**src/hdl/vrc_pkg.sv**
```systemverilog
`timescale 1ns / 1ps
// ----------------------------------------------------------------------------
// vrc_pkg
// Shared types and constants of the voxel ray collision check unit.
// ----------------------------------------------------------------------------
package vrc_pkg;

    // field widths
    localparam int COORD_W   = 32;
    localparam int INV_W     = 32;
    localparam int CFG_IDX_W = 2;

    // occupancy map: 2^18 bits held as 64-bit rows
    localparam int MAP_AW = 18;
    localparam int ROW_BW = 6;
    localparam int ROW_W  = 1 << ROW_BW;
    localparam int ROW_AW = MAP_AW - ROW_BW;
    localparam int ROWS   = 1 << ROW_AW;

    // shared multiplier and crossing-time differences
    localparam int MUL_W  = 33;
    localparam int PROD_W = 2 * MUL_W;
    localparam int DIFF_W = 130;

    // opcodes
    localparam logic OP_WRITE = 1'b0;
    localparam logic OP_CHECK = 1'b1;

    // configuration register indexes
    localparam logic [CFG_IDX_W-1:0] CFG_INV_X = 2'd0;
    localparam logic [CFG_IDX_W-1:0] CFG_INV_Y = 2'd1;
    localparam logic [CFG_IDX_W-1:0] CFG_INV_Z = 2'd2;

    // map write request
    typedef struct packed {
        logic              en;
        logic [ROW_AW-1:0] row;
        logic [ROW_W-1:0]  data;
    } ram_wr_t;

endpackage

```
**src/hdl/vrc_mul.sv**
```systemverilog
`timescale 1ns / 1ps
// ----------------------------------------------------------------------------
// vrc_mul
// Shared 33x33 signed multiplier with a registered product.
// ----------------------------------------------------------------------------
module vrc_mul (
    input  logic                               clk,
    input  logic signed [vrc_pkg::MUL_W-1:0]   a,
    input  logic signed [vrc_pkg::MUL_W-1:0]   b,
    output logic signed [vrc_pkg::PROD_W-1:0]  p_reg
);
    import vrc_pkg::*;

    always_ff @(posedge clk)
    begin
        p_reg <= a * b;
    end

endmodule

```
**config.mk**
```make
export PLATFORM = sky130hd
export DESIGN_NAME = vrc_mul
export DESIGN_NICKNAME = d
export VERILOG_FILES = /design/src/hdl/vrc_pkg.sv /design/src/hdl/vrc_mul.sv
export SDC_FILE = /design/constraint.sdc
export NUM_CORES = 2
export LEC_CHECK = 0
export ABC_AREA = 1
export BUFFER_PORTS_ARGS = -buffer_cell sky130_fd_sc_hd__buf_2
export CORE_ASPECT_RATIO = 0.5
export CORE_MARGIN = 4
export CORE_UTILIZATION = 55
export DETAILED_ROUTE_END_ITERATION = 12
export HOLD_SLACK_MARGIN = 0.12
export PLACE_DENSITY = 0.72
export SLEW_MARGIN = 20
export SYNTH_ARGS = -nofsm -noshare
export SYNTH_HDL_FRONTEND = slang
export SYNTH_SLANG_ARGS = --single-unit
```
**constraint.sdc**
```tcl
create_clock -name clk -period 14.6 [get_ports clk]
set_input_delay 1.46 -clock clk [delete_from_list [all_inputs] [get_ports clk]]
set_output_delay 1.46 -clock clk [all_outputs]
set_load 0.01 [all_outputs]
```
# Word-level counts from Yosys, hierarchy flattened

Cells that the tools add are included.

Div/mod/pow operators: 0
Bitwise operators: 0
Mux-type cells: 0
Shift-type cells: 0
Eq/ne operators: 0
$lt $le $gt $ge: 0
Add/sub/neg operators: 0
Reduce and logical (&&, ||, !) cells: 0
Multiply operators: 1

Operators by type and width:

| cell                                           | count |
|---|---|
| 33-bit by 33-bit multiplier with 66-bit output | 1 |

Register bits after elaboration: 66
Bits of input ports: 67
Memory bits (read-only): 0
Output and inout port bits: 66
Memory bits (writable): 0
Bits in latches: 0
Memories: 0

# Longest topological paths before layout

Depth in word-level cells: 1
Gate-level depth with buffers: 34
Gate-level depth less buffers: 32

# Least setup slack after synthesis

Ideal clock, no wire load.

Path type: input port to flip-flop
From: input port a[32] in the netlist's numbering
To: register p_reg[60] in the netlist's numbering
Stages: 23
Required time: 14.487 ns
Slack: 6.384 ns
Data arrival time: 8.103 ns
Cell sequence: clkbuf_1 -> clkbuf_1 -> nand2_1 -> inv_1 -> fa_1 -> fa_1 -> fa_1 -> fa_1 -> inv_1 -> fa_1 -> fa_1 -> fa_1 -> fa_1 -> inv_1 -> ha_1 -> nand2_1 -> nor2_1 -> inv_1 -> nor3_1 -> nand2_1 -> and2_0 -> nand4_1 -> nand2_1

Cells in the longest elaborated chain, start to end: 1

Ends and longest elaborated chain:

| what                                           | line          | source |
|---|---|---|
| start: declaration                             | vrc_mul.sv:8  | `input logic signed [vrc_pkg::MUL_W-1:0] a,` |
| 33-bit by 33-bit multiplier with 66-bit output | vrc_mul.sv:16 | `p_reg <= a * b;` |
| end signal: assignment                         | vrc_mul.sv:16 |  |
| end: declaration                               | vrc_mul.sv:10 | `output logic signed [vrc_pkg::PROD_W-1:0] p_reg` |

No other way between the ends.

# Worst setup path after layout

From: input port b[9] in the netlist's numbering
To: register p_reg[60] in the netlist's numbering

Cells in the longest elaborated chain, start to end: 1

Ends and longest elaborated chain:

| what                                           | line          | source |
|---|---|---|
| start: declaration                             | vrc_mul.sv:9  | `input logic signed [vrc_pkg::MUL_W-1:0] b,` |
| 33-bit by 33-bit multiplier with 66-bit output | vrc_mul.sv:16 |  |

No other way between the ends.

==> impl_metrics.yaml <==
drt:
  route.met2.wl_mm: 55.0
  first_pass_iters: 6
  dr_total_vias: 33200
  drt-vias-per-instance: 5.12
  dr.max_layer_used: "met5"
  wl_met1_mm: 48.5
  dr.first_iter.drc_count: 2556
  routed_wl_mm: 117
  route.met3.wl_mm: 10.9
  ant_nets: 0
  drc: 0
  wl_per_cell_um: 18.0
logic_synthesis:
  synth_area_leaders: "fa_1 (53%), inv_1 (16%), nand2_1 (13%), ha_1 (6.3%), dfxtp_1 (3.1%)"
  synth-seq-cells: 66
  synth_largest_area_cell: "fa_1"
  seq_area_frac_synth_pct: 3.06
  ys.warnings.count: 0
  synth_area_mm2: 0.0432
  synth_top_area_share_pct: 53.1
  postSynthAreaPerCell_um2: 7.79
  syn_inst: 5543
  synth_fp_nets: 6972
  synth_cell_types: 35
clock_tree:
  cts_resized: 0
  cts_tree: "done"
  cts-root-buf: "clkbuf_16"
  htree_num_levels: 3
  cts_buffers: 9
  clockBufferDepth: 2
  holdBufCountCts: 0
  clk_pin_slew_ns: 0.06
  cts_setup_buffers: 0
  cts.sinks: 66
layout:
  fill_cells: 7047
  layout_commonest_cell: "inv_1"
  final_nets: 6864
  area_growth_pct: 3.20
  final_cell_mix: "inv_1 (1894), nand2_1 (1517), fa_1 (1144), ha_1 (217), buf_2 (132)"
  layout-drive-gt1-share_pct: 4.08
  largest_reg_flops: 66
  final-seq-area_mm2: 0.00132
  multiInputGateArea_mm2: 0.0338
setup_path:
  critPathMaxFanout: 33
  max_stage_delay_ns: 0.89
  start_kind: "input pin"
  path_cells: "buf_2, nand2_1, fa_1, fa_1, fa_1, inv_1, fa_1, fa_1, fa_1, inv_1, fa_1, fa_1, inv_1, ha_1, nand2_1, nor2_1, inv_1, nor3_1, nand2_1, nor2_1, nand2_1, nand4_1, nand2_1"
  end_kind: "flip-flop"
  arrival_ns: 9.01
  worstPathBufferInverterCount: 5
  crit_top_cell: "fa_1"
  criticalPathCategory: "input pin to flip-flop"
  cp_slowest_cell: "fa_1"
  critical-path-top-delay-family: "adder cells"
  worstPathRequired_ns: 14.84
timing:
  setup_viol: 0
  fmax_mhz: 114
  layout_min_cycle_time_ns: 8.77
  max-slew-margin-rel_pct: 31.3
  rsz0062_at_grt: "no"
  hold_viol: 0
  tns_ns: 0
  report.final.slew_viol_count: 0
  worstMarginPinSlew_ns: 1.03
  min_period_over_period_pct: 60.1
  finalWorstSetupSlack_ns: 5.83
min_path:
  hold_end: "p_reg[0]$_DFF_P_"
  hold_path_depth: 3
  min_path_type: "input pin to flip-flop"
  hold_start: "b[0]"
place:
  port_buffers: 132
  dpl.hpwl_mm: 98.5
  globalplace.congestion: 0.996
  dpl_worst_slack_ns: 5.25
floorplanning:
  initial_core_util_pct: 55.7
  ios: 133
  die_area_mm2: 0.0833
  row_count: 72
  core_area_mm2: 0.0776
  fp.dieH_um: 206
  die_w_um: 404
run:
  max_cap_violations: 0
global_routing:
  grt_pass1_vias: 36200
  antenna_found_initial: 4
  overflow: 0
  grt_max_degree: 35
  grt_pass1_wl_mm: 192
  grtUsageTotal_pct: 29.6
outcome:
  outcome: "complete, no violations"
==> per-stage QoR <==
| stage | std cells | instance area (um^2) | hold WS [ns] | util (%) |
|---|---|---|---|---|
| 2_1_floorplan | 5543 | 43200 | 1.72 | - |
| 3_3_place_gp | 6460 | 44200 | 1.86 | 57.0 |
| 3_5_place_dp | 6460 | 44200 | 1.86 | 57.0 |
| 4_1_cts | 6476 | 44500 | 1.66 | 57.4 |
| 5_1_grt | 6479 | 44500 | 1.68 | 57.4 |
| 6_report | 6481 | 44600 | 1.66 | 57.4 |
==> Yosys cell counts <==
cell type and number:
or2_1 1, nor3_1 7, nand3_2 8, a21o_1 2, nand4_1 19, o21ai_2 1
nor2_2 20, nand3_1 70, buf_1 1, a21oi_2 4, and2_0 1, o21ai_1 3
o21a_1 1, nand2_2 17, fa_1 1145, nor4_1 4, xor2_1 37, or2_2 5
nand2_1 1517, nor2_4 3, nand3b_1 3, o21bai_1 14, a21boi_0 1, nor3_2 1
ha_1 217, xnor2_1 4, and2_1 2, inv_1 1894, dfxtp_1 66, nor4_2 1
a21oi_1 61, clkbuf_1 262, o21ai_0 19, nor2_1 131, inv_2 1
==> routing by layer <==
layer / global-route usage, % / vias to the layer above
met3: 5.37 / 174
li1: - / 14800
met4: 6.30 / 2
met5: 0 / -
met2: 49.5 / 1499
met1: 40.9 / 16800
==> layout make-up <==
class | count | area share [%]
Tap cell | 1036 | 2.91
Multi-Input combinational cell | 3319 | 75.8
Clock inverter | 6 | 0.149
Inverter | 1895 | 16.0
Timing Repair Buffer | 144 | 1.68
Sequential cell | 66 | 2.97
Antenna cell | 5 | 0.0281
Clock buffer | 10 | 0.536
==> worst max-delay path by stage <==
stage | depth (start not counted) | end | from | slack, ns
after floorplan | 23 | p_reg[60]$_DFF_P_ | a[32] | 6.38
final | 23 | p_reg[60]$_DFF_P_ | b[9] | 5.83
after CTS | 25 | p_reg[60]$_DFF_P_ | b[6] | 5.62
after detailed placement | 23 | p_reg[60]$_DFF_P_ | b[0] | 5.25
after global placement | 25 | p_reg[60]$_DFF_P_ | b[6] | 5.44
after global routing | 24 | p_reg[60]$_DFF_P_ | b[9] | 5.43
==> logic make-up (layout without fill, tap and decap cells) <==
logic type      count (synthesis)  after routing  share of synthesized area [%]
buf+inv                      2158           2055                           18.8
compound gates                106            106                           1.38
simple gates                 1810           1810                           16.6
other cells                     0              5                              0
flops                          66             66                           3.06
xor+xnor                       41             41                          0.832
fa+ha+maj                    1362           1362                           59.4
Power is not shown: default switching activity piles up to over one toggle a cycle in this logic, so the estimate is an artifact.
